File: config.mk
export PLATFORM = sky130hd
export DESIGN_NAME = decimal_expression_evaluator
export DESIGN_NICKNAME = d
export VERILOG_FILES = /design/src/sv/dee_pkg.sv /design/src/sv/decimal_expression_evaluator.sv /design/src/sv/dee_div.sv /design/src/sv/dee_dpath.sv /design/src/sv/dee_ctrl.sv
export SDC_FILE = /design/constraint.sdc
export NUM_CORES = 2
export LEC_CHECK = 0
export ABC_AREA = 0
export BUFFER_PORTS_ARGS = -buffer_cell sky130_fd_sc_hd__buf_2
export CAP_MARGIN = 20
export CELL_PAD_IN_SITES_DETAIL_PLACEMENT = 2
export CELL_PAD_IN_SITES_GLOBAL_PLACEMENT = 2
export CORE_UTILIZATION = 30
export CTS_CLUSTER_SIZE = 24
export DETAILED_ROUTE_END_ITERATION = 10
export GPL_TIMING_DRIVEN = 0
export PLACE_DENSITY_LB_ADDON = 0.25
export SYNTH_ARGS = -nofsm -noshare
export SYNTH_HDL_FRONTEND = slang
export SYNTH_SLANG_ARGS = --single-unit
File: constraint.sdc
create_clock -name clk -period 25.9 [get_ports clk]
set_clock_uncertainty 0.15 [all_clocks]
set_input_delay 5.18 -clock clk [delete_from_list [all_inputs] [get_ports clk]]
set_output_delay 5.18 -clock clk [all_outputs]
set_load 0.05 [all_outputs]
File: src/sv/dee_pkg.sv
`timescale 1ns / 1ps
// Shared types and constants of the decimal expression evaluator.
// Payload structs, controller/datapath command and status, power-of-ten table.
package dee_pkg;

  localparam int VAL_W = 40;
  localparam int RES_W = 48;

  localparam logic [2:0] OP_NONE  = 3'd0;
  localparam logic [2:0] OP_PLUS  = 3'd1;
  localparam logic [2:0] OP_MINUS = 3'd2;
  localparam logic [2:0] OP_TIMES = 3'd3;
  localparam logic [2:0] OP_DIV   = 3'd4;

  localparam logic [7:0] CH_DOT   = 8'h2E;
  localparam logic [7:0] CH_PLUS  = 8'h2B;
  localparam logic [7:0] CH_MINUS = 8'h2D;
  localparam logic [7:0] CH_TIMES = 8'h2A;
  localparam logic [7:0] CH_SLASH = 8'h2F;
  localparam logic [7:0] CH_ZERO  = 8'h30;
  localparam logic [7:0] CH_NINE  = 8'h39;

  localparam logic [1:0] DS_FRAC1 = 2'd0;
  localparam logic [1:0] DS_FRAC2 = 2'd1;
  localparam logic [1:0] DS_OPER  = 2'd2;

  localparam logic [39:0] DIVIDE_MIN_RST = 40'd655;

  typedef struct packed {
    logic [7:0] char_code;
    logic       last_char;
  } in_t;

  typedef struct packed {
    logic [VAL_W-1:0]        first_value;
    logic [VAL_W-1:0]        second_value;
    logic signed [RES_W-1:0] result_value;
    logic [2:0]              operator_code;
    logic                    parse_error;
    logic                    divide_blocked;
  } out_t;

  typedef struct packed {
    logic       take;
    logic       start_div;
    logic [1:0] div_src;
    logic       load_frac1;
    logic       load_frac2;
    logic       start_mul;
    logic       load_op;
    logic       load_out;
  } cmd_t;

  typedef struct packed {
    logic err;
    logic need_div;
    logic need_mul;
    logic div_done;
    logic mul_done;
    logic out_free;
  } stat_t;

  function automatic logic [23:0] pow_ten(input logic [2:0] n);
    logic [23:0] p;
    case (n)
      3'd0:    p = 24'd1;
      3'd1:    p = 24'd10;
      3'd2:    p = 24'd100;
      3'd3:    p = 24'd1000;
      3'd4:    p = 24'd10000;
      3'd5:    p = 24'd100000;
      3'd6:    p = 24'd1000000;
      default: p = 24'd10000000;
    endcase
    return p;
  endfunction

endpackage

File: src/sv/decimal_expression_evaluator.sv
`timescale 1ns / 1ps
// Decimal expression evaluator. Characters transfer one per cycle while the controller is idle;
// the last one stalls input through two fraction scalings on the shared bit-serial divider of width
// DW = max(INT_BITS+2*FRAC_BITS, 4*MAX_FRAC_DIGITS+FRAC_BITS), a dispatch step, a divide or multiply
// where one is needed, and the output load, which waits while the result register stays stalled;
// a parse error skips straight to the load. The result is valid in the cycle after the load.
// Synchronous active-low reset clears the parser and sets divide_min to 655.
module decimal_expression_evaluator #(
  parameter int INT_BITS        = 24,
  parameter int FRAC_BITS       = 16,
  parameter int MAX_FRAC_DIGITS = 6
) (
  input  logic          clk,
  input  logic          rst_n,
  input  logic          in_valid,
  output logic          in_stall,
  input  dee_pkg::in_t  in_data,
  output logic          out_valid,
  input  logic          out_stall,
  output dee_pkg::out_t out_data,
  input  logic          cfg_we,
  input  logic [39:0]   cfg_wdata
);
  import dee_pkg::*;

  cmd_t  cmd;
  stat_t stat;

  dee_ctrl u_ctrl (
    .clk      (clk),
    .rst_n    (rst_n),
    .in_valid (in_valid),
    .in_last  (in_data.last_char),
    .stat     (stat),
    .in_stall (in_stall),
    .cmd      (cmd)
  );

  dee_dpath #(
    .INT_BITS        (INT_BITS),
    .FRAC_BITS       (FRAC_BITS),
    .MAX_FRAC_DIGITS (MAX_FRAC_DIGITS)
  ) u_dpath (
    .clk       (clk),
    .rst_n     (rst_n),
    .in_data   (in_data),
    .cfg_we    (cfg_we),
    .cfg_wdata (cfg_wdata),
    .cmd       (cmd),
    .stat      (stat),
    .out_stall (out_stall),
    .out_valid (out_valid),
    .out_data  (out_data)
  );

endmodule

File: src/sv/dee_div.sv
`timescale 1ns / 1ps
// Restoring divider, one quotient bit per cycle.
// Standalone; used by the datapath for fraction scaling and the divide operation.
module dee_div #(
  parameter int DW  = 56,
  parameter int DVW = 40
) (
  input  logic           clk,
  input  logic           rst_n,
  input  logic           start,
  input  logic [DW-1:0]  dividend,
  input  logic [DVW-1:0] divisor,
  output logic           done,
  output logic [DW-1:0]  quotient
);

  localparam int CW = $clog2(DW);

  logic           busy_r;
  logic           done_r;
  logic [CW-1:0]  cnt_r;
  logic [DVW-1:0] rem_r;
  logic [DVW-1:0] b_r;
  logic [DW-1:0]  q_r;

  logic [DVW:0]   rem_sh;
  logic [DVW:0]   diff;
  logic           ge;
  logic [DVW-1:0] rem_nxt;

  always_comb begin
    rem_sh  = {rem_r, q_r[DW-1]};
    ge      = rem_sh >= {1'b0, b_r};
    diff    = rem_sh - {1'b0, b_r};
    rem_nxt = ge ? diff[DVW-1:0] : rem_sh[DVW-1:0];
  end

  always_ff @(posedge clk) begin
    if (!rst_n) begin
      busy_r <= 1'b0;
      done_r <= 1'b0;
      cnt_r  <= '0;
    end else begin
      done_r <= 1'b0;
      if (start) begin
        busy_r <= 1'b1;
        cnt_r  <= '0;
        rem_r  <= '0;
        b_r    <= divisor;
        q_r    <= dividend;
      end else if (busy_r) begin
        rem_r <= rem_nxt;
        q_r   <= {q_r[DW-2:0], ge};
        cnt_r <= cnt_r + 1'b1;
        if (cnt_r == CW'(DW - 1)) begin
          busy_r <= 1'b0;
          done_r <= 1'b1;
        end
      end
    end
  end

  assign done     = done_r;
  assign quotient = q_r;

endmodule

File: src/sv/dee_dpath.sv
`timescale 1ns / 1ps
// Datapath: character parser registers, shared divider, serial multiplier,
// result assembly and output register. Depends on dee_pkg and dee_div.
module dee_dpath #(
  parameter int INT_BITS        = 24,
  parameter int FRAC_BITS       = 16,
  parameter int MAX_FRAC_DIGITS = 6
) (
  input  logic          clk,
  input  logic          rst_n,
  input  dee_pkg::in_t  in_data,
  input  logic          cfg_we,
  input  logic [39:0]   cfg_wdata,
  input  dee_pkg::cmd_t cmd,
  output dee_pkg::stat_t stat,
  input  logic          out_stall,
  output logic          out_valid,
  output dee_pkg::out_t out_data
);
  import dee_pkg::*;

  localparam int W      = INT_BITS + FRAC_BITS;
  localparam int FACC_W = 4 * MAX_FRAC_DIGITS;
  localparam int CNT_W  = $clog2(MAX_FRAC_DIGITS + 1);
  localparam int DW     = (W + FRAC_BITS > FACC_W + FRAC_BITS) ? W + FRAC_BITS
                                                               : FACC_W + FRAC_BITS;
  localparam int DVW    = (W > FACC_W) ? W : FACC_W;
  localparam int PW     = 2 * W;
  localparam int MCW    = $clog2(W);
  localparam int SW     = ((W > RES_W) ? W : RES_W) + 2;
  localparam int CMW    = (W > VAL_W) ? W : VAL_W;

  // parser state
  logic                in_sec_r, in_sec_nxt;
  logic [2:0]          op_r, op_nxt;
  logic                dot_r, dot_nxt;
  logic [INT_BITS-1:0] int_r, int_nxt;
  logic [FACC_W-1:0]   facc_r, facc_nxt;
  logic [CNT_W-1:0]    cnt_r, cnt_nxt;
  logic [INT_BITS-1:0] sint_r, sint_nxt;
  logic [FACC_W-1:0]   sfacc_r, sfacc_nxt;
  logic [CNT_W-1:0]    scnt_r, scnt_nxt;
  logic                empty_r, empty_nxt;
  logic                err_r, err_nxt;

  logic [FRAC_BITS-1:0] frac1_r;
  logic [FRAC_BITS-1:0] frac2_r;
  logic [39:0]          dmin_r;
  logic [RES_W-1:0]     opres_r;

  logic                 out_valid_r;
  out_t                 out_r, out_nxt;

  logic [7:0]           ch;
  logic [3:0]           dgt;
  logic [2:0]           op_dec;
  logic [INT_BITS+3:0]  int_mac;
  logic [FACC_W+3:0]    facc_mac;

  assign ch  = in_data.char_code;
  assign dgt = 4'(ch - CH_ZERO);

  always_comb begin
    case (ch)
      CH_PLUS:  op_dec = OP_PLUS;
      CH_MINUS: op_dec = OP_MINUS;
      CH_TIMES: op_dec = OP_TIMES;
      CH_SLASH: op_dec = OP_DIV;
      default:  op_dec = OP_NONE;
    endcase
  end

  always_comb begin
    in_sec_nxt = in_sec_r;
    op_nxt     = op_r;
    dot_nxt    = dot_r;
    int_nxt    = int_r;
    facc_nxt   = facc_r;
    cnt_nxt    = cnt_r;
    sint_nxt   = sint_r;
    sfacc_nxt  = sfacc_r;
    scnt_nxt   = scnt_r;
    empty_nxt  = empty_r;
    err_nxt    = err_r;
    int_mac    = (INT_BITS + 4)'(int_r) * 4'd10 + (INT_BITS + 4)'(dgt);
    facc_mac   = (FACC_W + 4)'(facc_r) * 4'd10 + (FACC_W + 4)'(dgt);
    if (ch inside {[CH_ZERO:CH_NINE]}) begin
      if (!in_sec_r) empty_nxt = 1'b0;
      if (dot_r) begin
        if (cnt_r < CNT_W'(MAX_FRAC_DIGITS)) begin
          facc_nxt = facc_mac[FACC_W-1:0];
          cnt_nxt  = cnt_r + 1'b1;
        end
      end else if (|int_mac[INT_BITS+3:INT_BITS]) begin
        int_nxt = '1;
      end else begin
        int_nxt = int_mac[INT_BITS-1:0];
      end
    end else if (ch == CH_DOT) begin
      if (!in_sec_r) empty_nxt = 1'b0;
      if (dot_r) err_nxt = 1'b1;
      else dot_nxt = 1'b1;
    end else if (op_dec == OP_NONE || in_sec_r) begin
      err_nxt = 1'b1;
    end else begin
      sint_nxt   = int_r;
      sfacc_nxt  = facc_r;
      scnt_nxt   = cnt_r;
      op_nxt     = op_dec;
      in_sec_nxt = 1'b1;
      dot_nxt    = 1'b0;
      int_nxt    = '0;
      facc_nxt   = '0;
      cnt_nxt    = '0;
    end
  end

  always_ff @(posedge clk) begin
    if (!rst_n || cmd.load_out) begin
      in_sec_r <= 1'b0;
      op_r     <= OP_NONE;
      dot_r    <= 1'b0;
      int_r    <= '0;
      facc_r   <= '0;
      cnt_r    <= '0;
      sint_r   <= '0;
      sfacc_r  <= '0;
      scnt_r   <= '0;
      empty_r  <= 1'b1;
      err_r    <= 1'b0;
    end else if (cmd.take && !err_r) begin
      in_sec_r <= in_sec_nxt;
      op_r     <= op_nxt;
      dot_r    <= dot_nxt;
      int_r    <= int_nxt;
      facc_r   <= facc_nxt;
      cnt_r    <= cnt_nxt;
      sint_r   <= sint_nxt;
      sfacc_r  <= sfacc_nxt;
      scnt_r   <= scnt_nxt;
      empty_r  <= empty_nxt;
      err_r    <= err_nxt;
    end
  end

  always_ff @(posedge clk) begin
    if (!rst_n) dmin_r <= DIVIDE_MIN_RST;
    else if (cfg_we) dmin_r <= cfg_wdata;
  end

  // operand values
  logic [W-1:0] sav_val;
  logic [W-1:0] cur_val;
  assign sav_val = {sint_r, frac1_r};
  assign cur_val = {int_r, frac2_r};

  // shared divider
  logic [DW-1:0]  div_a;
  logic [DVW-1:0] div_b;
  logic           div_done;
  logic [DW-1:0]  div_q;

  always_comb begin
    case (cmd.div_src)
      DS_FRAC1: begin
        div_a = DW'({sfacc_r, {FRAC_BITS{1'b0}}});
        div_b = DVW'(pow_ten(3'(scnt_r)));
      end
      DS_FRAC2: begin
        div_a = DW'({facc_r, {FRAC_BITS{1'b0}}});
        div_b = DVW'(pow_ten(3'(cnt_r)));
      end
      default: begin
        div_a = DW'({sav_val, {FRAC_BITS{1'b0}}});
        div_b = DVW'(cur_val);
      end
    endcase
  end

  dee_div #(.DW(DW), .DVW(DVW)) u_div (
    .clk      (clk),
    .rst_n    (rst_n),
    .start    (cmd.start_div),
    .dividend (div_a),
    .divisor  (div_b),
    .done     (div_done),
    .quotient (div_q)
  );

  always_ff @(posedge clk) begin
    if (cmd.load_frac1) frac1_r <= div_q[FRAC_BITS-1:0];
    if (cmd.load_frac2) frac2_r <= div_q[FRAC_BITS-1:0];
  end

  // shift-add multiplier, one multiplier bit per cycle
  logic          mbusy_r, mdone_r;
  logic [MCW-1:0] mcnt_r;
  logic [PW-1:0] mcand_r, prod_r;
  logic [W-1:0]  mplier_r;

  always_ff @(posedge clk) begin
    if (!rst_n) begin
      mbusy_r <= 1'b0;
      mdone_r <= 1'b0;
      mcnt_r  <= '0;
    end else begin
      mdone_r <= 1'b0;
      if (cmd.start_mul) begin
        mbusy_r  <= 1'b1;
        mcnt_r   <= '0;
        mcand_r  <= PW'(sav_val);
        mplier_r <= cur_val;
        prod_r   <= '0;
      end else if (mbusy_r) begin
        if (mplier_r[0]) prod_r <= prod_r + mcand_r;
        mcand_r  <= {mcand_r[PW-2:0], 1'b0};
        mplier_r <= {1'b0, mplier_r[W-1:1]};
        mcnt_r   <= mcnt_r + 1'b1;
        if (mcnt_r == MCW'(W - 1)) begin
          mbusy_r <= 1'b0;
          mdone_r <= 1'b1;
        end
      end
    end
  end

  // saturation of product and quotient
  logic [PW+RES_W-1:0] p_sh;
  logic [DW+RES_W-1:0] q_ext;
  logic [RES_W-1:0]    mul_sat, div_sat;
  localparam logic [RES_W-1:0] RMAX = {1'b0, {(RES_W-1){1'b1}}};
  localparam logic [RES_W-1:0] RMIN = {1'b1, {(RES_W-1){1'b0}}};

  always_comb begin
    p_sh    = {{RES_W{1'b0}}, prod_r} >> FRAC_BITS;
    mul_sat = (|p_sh[PW+RES_W-1:RES_W-1]) ? RMAX : p_sh[RES_W-1:0];
    q_ext   = {{RES_W{1'b0}}, div_q};
    div_sat = (|q_ext[DW+RES_W-1:RES_W-1]) ? RMAX : q_ext[RES_W-1:0];
  end

  always_ff @(posedge clk) begin
    if (cmd.load_op) opres_r <= (op_r == OP_TIMES) ? mul_sat : div_sat;
  end

  // final assembly
  logic            blocked;
  logic [SW-1:0]   sum;
  logic [RES_W-1:0] sum_sat;
  logic [W+RES_W-1:0] cur_ext, sav_ext;

  always_comb begin
    blocked = CMW'(cur_val) <= CMW'(dmin_r);
    sum     = (op_r == OP_PLUS) ? SW'(sav_val) + SW'(cur_val) : SW'(sav_val) - SW'(cur_val);
    if ((&sum[SW-1:RES_W-1]) || !(|sum[SW-1:RES_W-1])) sum_sat = sum[RES_W-1:0];
    else sum_sat = sum[SW-1] ? RMIN : RMAX;
    cur_ext = {{RES_W{1'b0}}, cur_val};
    sav_ext = {{RES_W{1'b0}}, sav_val};

    out_nxt                = '0;
    out_nxt.operator_code  = op_r;
    out_nxt.parse_error    = err_r;
    if (!err_r) begin
      if (op_r == OP_NONE) begin
        out_nxt.first_value  = cur_ext[VAL_W-1:0];
        out_nxt.result_value = cur_ext[RES_W-1:0];
      end else if (empty_r) begin
        out_nxt.second_value = cur_ext[VAL_W-1:0];
        out_nxt.result_value = cur_ext[RES_W-1:0];
      end else begin
        out_nxt.first_value  = sav_ext[VAL_W-1:0];
        out_nxt.second_value = cur_ext[VAL_W-1:0];
        case (op_r)
          OP_PLUS, OP_MINUS: out_nxt.result_value = sum_sat;
          OP_TIMES:          out_nxt.result_value = opres_r;
          default: begin
            out_nxt.result_value   = blocked ? '0 : opres_r;
            out_nxt.divide_blocked = blocked;
          end
        endcase
      end
    end
  end

  always_ff @(posedge clk) begin
    if (!rst_n) begin
      out_valid_r <= 1'b0;
    end else if (cmd.load_out) begin
      out_valid_r <= 1'b1;
    end else if (!out_stall) begin
      out_valid_r <= 1'b0;
    end
  end

  always_ff @(posedge clk) begin
    if (cmd.load_out) out_r <= out_nxt;
  end

  assign out_valid = out_valid_r;
  assign out_data  = out_r;

  always_comb begin
    stat.err      = err_r;
    stat.need_mul = !err_r && !empty_r && op_r == OP_TIMES;
    stat.need_div = !err_r && !empty_r && op_r == OP_DIV && !blocked;
    stat.div_done = div_done;
    stat.mul_done = mdone_r;
    stat.out_free = !out_valid_r || !out_stall;
  end

endmodule

File: src/sv/dee_ctrl.sv
`timescale 1ns / 1ps
// Controller: sequences fraction scaling, the operation and the result load.
// Depends on dee_pkg.
module dee_ctrl (
  input  logic           clk,
  input  logic           rst_n,
  input  logic           in_valid,
  input  logic           in_last,
  input  dee_pkg::stat_t stat,
  output logic           in_stall,
  output dee_pkg::cmd_t  cmd
);
  import dee_pkg::*;

  localparam logic [2:0] S_IDLE    = 3'd0;
  localparam logic [2:0] S_F1_GO   = 3'd1;
  localparam logic [2:0] S_F1_WAIT = 3'd2;
  localparam logic [2:0] S_F2_GO   = 3'd3;
  localparam logic [2:0] S_F2_WAIT = 3'd4;
  localparam logic [2:0] S_OP_GO   = 3'd5;
  localparam logic [2:0] S_OP_WAIT = 3'd6;
  localparam logic [2:0] S_FIN     = 3'd7;

  logic [2:0] state_r, state_nxt;

  always_comb begin
    state_nxt = state_r;
    cmd       = '0;
    in_stall  = state_r != S_IDLE;
    case (state_r)
      S_IDLE: begin
        cmd.take = in_valid;
        if (in_valid && in_last) state_nxt = S_F1_GO;
      end
      S_F1_GO: begin
        if (stat.err) begin
          state_nxt = S_FIN;
        end else begin
          cmd.start_div = 1'b1;
          cmd.div_src   = DS_FRAC1;
          state_nxt     = S_F1_WAIT;
        end
      end
      S_F1_WAIT: begin
        if (stat.div_done) begin
          cmd.load_frac1 = 1'b1;
          state_nxt      = S_F2_GO;
        end
      end
      S_F2_GO: begin
        cmd.start_div = 1'b1;
        cmd.div_src   = DS_FRAC2;
        state_nxt     = S_F2_WAIT;
      end
      S_F2_WAIT: begin
        if (stat.div_done) begin
          cmd.load_frac2 = 1'b1;
          state_nxt      = S_OP_GO;
        end
      end
      S_OP_GO: begin
        cmd.div_src = DS_OPER;
        if (stat.need_div) begin
          cmd.start_div = 1'b1;
          state_nxt     = S_OP_WAIT;
        end else if (stat.need_mul) begin
          cmd.start_mul = 1'b1;
          state_nxt     = S_OP_WAIT;
        end else begin
          state_nxt = S_FIN;
        end
      end
      S_OP_WAIT: begin
        if (stat.div_done || stat.mul_done) begin
          cmd.load_op = 1'b1;
          state_nxt   = S_FIN;
        end
      end
      S_FIN: begin
        if (stat.out_free) begin
          cmd.load_out = 1'b1;
          state_nxt    = S_IDLE;
        end
      end
      default: state_nxt = S_IDLE;
    endcase
  end

  always_ff @(posedge clk) begin
    if (!rst_n) state_r <= S_IDLE;
    else state_r <= state_nxt;
  end

endmodule
==> results.tsv <==
metric	value	unit
status	completed	
grt total ovfl	0	
max_cap viols	0	
final-report setup violation count	0	
PwrDens	69.6	mW/mm2
worst-skew pair later-pin latency	0.75	ns
CP peak stage delay	0.91	ns
total CTS buffers	87	
crit path time final	8.49	ns
met3 GRT Util	3.61	%
multi-input logic area	0.0234	mm2
Critical Path Sink Type	flop	
GPL Wtd Cong	0.945	
cell area after layout	0.0518	mm2
first-pass GRT wire length	290	mm
Buffers on Ports	186	
fmax	118	MHz
most frequent cells in the layout	nand2_1 (549), edfxtp_1 (549), a21oi_1 (442), nor2_1 (432), ha_1 (339)	
clock sinks	718	
total nets after synthesis	5208	
# rows	141	
Layout area overhead	14.8	%
Total GRT Usage	25.8	%
fin crit share	32.8	%
clk root buf	clkbuf_16	
hold crit path type	flop to flop	
Worst VDD drop	0.0491	mV
vias	39922	
Worst R2R Setup Slack	19.82	ns
WP data required	26.41	ns
worst hold path depth	0	
met1 Usage GRT	33.5	%
M2 GR Usage	42.6	%
Pre-antenna DRT Iters	5	
Initial Utilization	30.4	%
nets@finish	5502	
Core Area	0.149	mm2
worst reg2reg path startpoint	u_dpath.int_r[5]	
placed cells	7011	
overall power	0.00361	W
Static Leak	20.0	nW
crit start category	input port	
Sequential cell area	0.0199	mm2
Post-CTS Setup Bufs	0	
Worst EP arrival	9.00	ns
Final Max Slew Viols	0	
RSZ-0062 raised after global routing	no	
register area share after synthesis	44.0	%
number of global-route vias before repair	42158	
Hold EP	u_dpath.out_data[3]	
most used routing layer in global routing	met2	
largest net degree at the start of global routing	74	
CP max FO	10	
Final Hold Viols	0	
Post-CTS Hold Buffers	0	
worst r2r dst	u_dpath.u_div.b_r[35]	
antenna violations before repair	24	
share of cells above drive strength 1	7.82	%
post-DP HPWL	156	mm
CTS tree	yes	
flops & latches, synth	718	
setup_tns	0	ns
drt wl/cell	27.8	um
Final Non-Filler Cells	7180	
drc violations	0	
critical path class	input port to flop	
Synth async-reset ratio	0	%
initial DRC count	3066	
Hold Crit Start	u_dpath.op_r[1]	
Register-to-Register Path Depth	12	
most used flip-flop cell after synthesis	edfxtp_1	
Yosys cell types	103	
# H-tree levels	3	
via/cell ratio	5.56	
Area after DPL	0.0489	mm2
Yosys Warn Count	0	
Post-Syn Area	0.0451	mm2
Mapped Cells	4807	
Routed Antenna Nets	0	
Fill cells	16567	
Worst-path clk slew	0.06	ns
WHS	0.293	ns
CP cell instances	buf_2 -> nor3b_1 -> nand3_1 -> o21ai_0 -> nand2_1 -> nor2_1 -> clkbuf_1 -> a22oi_1 -> nor2_1	
die area	0.152	mm2
slew margin rel.	16.2	%
Die Wd	390	um
CP max stage cell	nor2_1	
worst-margin pin slew	1.26	ns
I/O pin count	189	
EDFF count, synth	549	
final WL	199	mm
CP most frequent cell	nor2_1	
post-CTS resize count	0	
Max clock buf depth	3	
Die Y	390	um
Mapped Avg Cell Area	9.39	um2
-- flip-flops by register name, summed over array words and instances (netlist names), 6 cells and up --
name	cells
u_dpath.sfacc_r	24
u_dpath.u_div.rem_r	40
u_dpath.prod_r	80
u_dpath.sint_r	24
u_dpath.u_div.quotient	56
u_dpath.mplier_r	40
u_dpath.mcand_r	80
u_dpath.out_data	133
u_dpath.frac2_r	16
u_dpath.dmin_r	40
u_dpath.u_div.b_r	40
u_dpath.frac1_r	16
u_dpath.int_r	24
u_dpath.facc_r	24
u_dpath.mcnt_r	6
u_dpath.u_div.cnt_r	6
u_dpath.opres_r	48
-- stage by stage --
stage	setup slack, ns	util (%)
4_1_cts	17.51	34.8
2_1_floorplan	12.44	-
6_report	17.41	34.9
3_5_place_dp	16.74	32.9
5_1_grt	17.23	34.9
3_3_place_gp	6.02	32.7
-- cell type report --
cell class              instances  share of cell area, %
flip-flops and latches        718                   38.4
clock buffers                 120                   4.52
well taps                    2002                   4.84
clock inverters                36                  0.889
diodes                         10                 0.0483
plain buffers                 261                   1.99
repair buffers                205                   2.50
multi-input cells            3599                   45.2
inverters                     229                   1.67
-- how the worst max path moves through the flow --
stage                from                         to  slack, ns
6_report       in_data[8]         u_dpath.facc_r[10]      17.41
4_1_cts        in_data[8]         u_dpath.facc_r[10]      17.51
2_1_floorplan       rst_n  u_dpath.u_div.quotient[0]      12.44
3_3_place_gp        rst_n    u_dpath.u_div.rem_r[33]       6.02
3_5_place_dp   in_data[8]         u_dpath.facc_r[10]      16.74
5_1_grt        in_data[8]         u_dpath.facc_r[10]      17.23
-- cell usage after synthesis, types with 42 or more instances --
library cell  instances  area (um2)
edfxtp_1            549       16500
nand2_1             549        2060
a21oi_1             442        2210
nor2_1              433        1630
ha_1                339        4240
inv_1               228         856
clkbuf_1            226         848
o21ai_0             189         946
dfxtp_1             169        3380
xnor2_1             141        1230
nor3_1              120         601
a21o_1              119         893
nand3_1              87         435
and2_1               79         494
nor2b_1              73         457
mux2i_1              72         721
nand4_1              69         432
xor2_1               61         534
nor3b_1              55         413
a31oi_1              52         325
o22a_1               49         429
a22oi_1              46         345
a211oi_1             42         315
-- per-layer routing --
layer,vias up,share of wire (%)
li1,18172,-
met1,20426,44
met2,1023,47
met3,301,5.0
met4,0,4.7
met5,-,0
-- power breakdown --
part | total, W | internal, W | switching [W]
Clock | 0.00124 | 0.000698 | 0.000540
Sequential | 0.00148 | 0.00139 | 0.0000872
Combinational | 0.000889 | 0.000306 | 0.000583
Total | 0.00361 | 0.00240 | 0.00121
-- logic make-up after synthesis --
kind of cell    count (synthesis)  share of synthesized area (%)
compound gates               1317                           19.0
xor+xnor                      202                           3.92
fa+ha+maj                     347                           9.75
buf+inv                       490                           4.18
flops                         718                           44.0
mux                            74                           1.65
other cells                     1                        0.00831
simple gates                 1658                           17.4
-- worst max-delay path, delay by kind of cell --
kind            cells  cell delay (ns)
compound gates      2             0.56
buf+inv             2             0.74
simple gates        5             2.51
No activity file was read; power rests on OpenSTA's default activity.
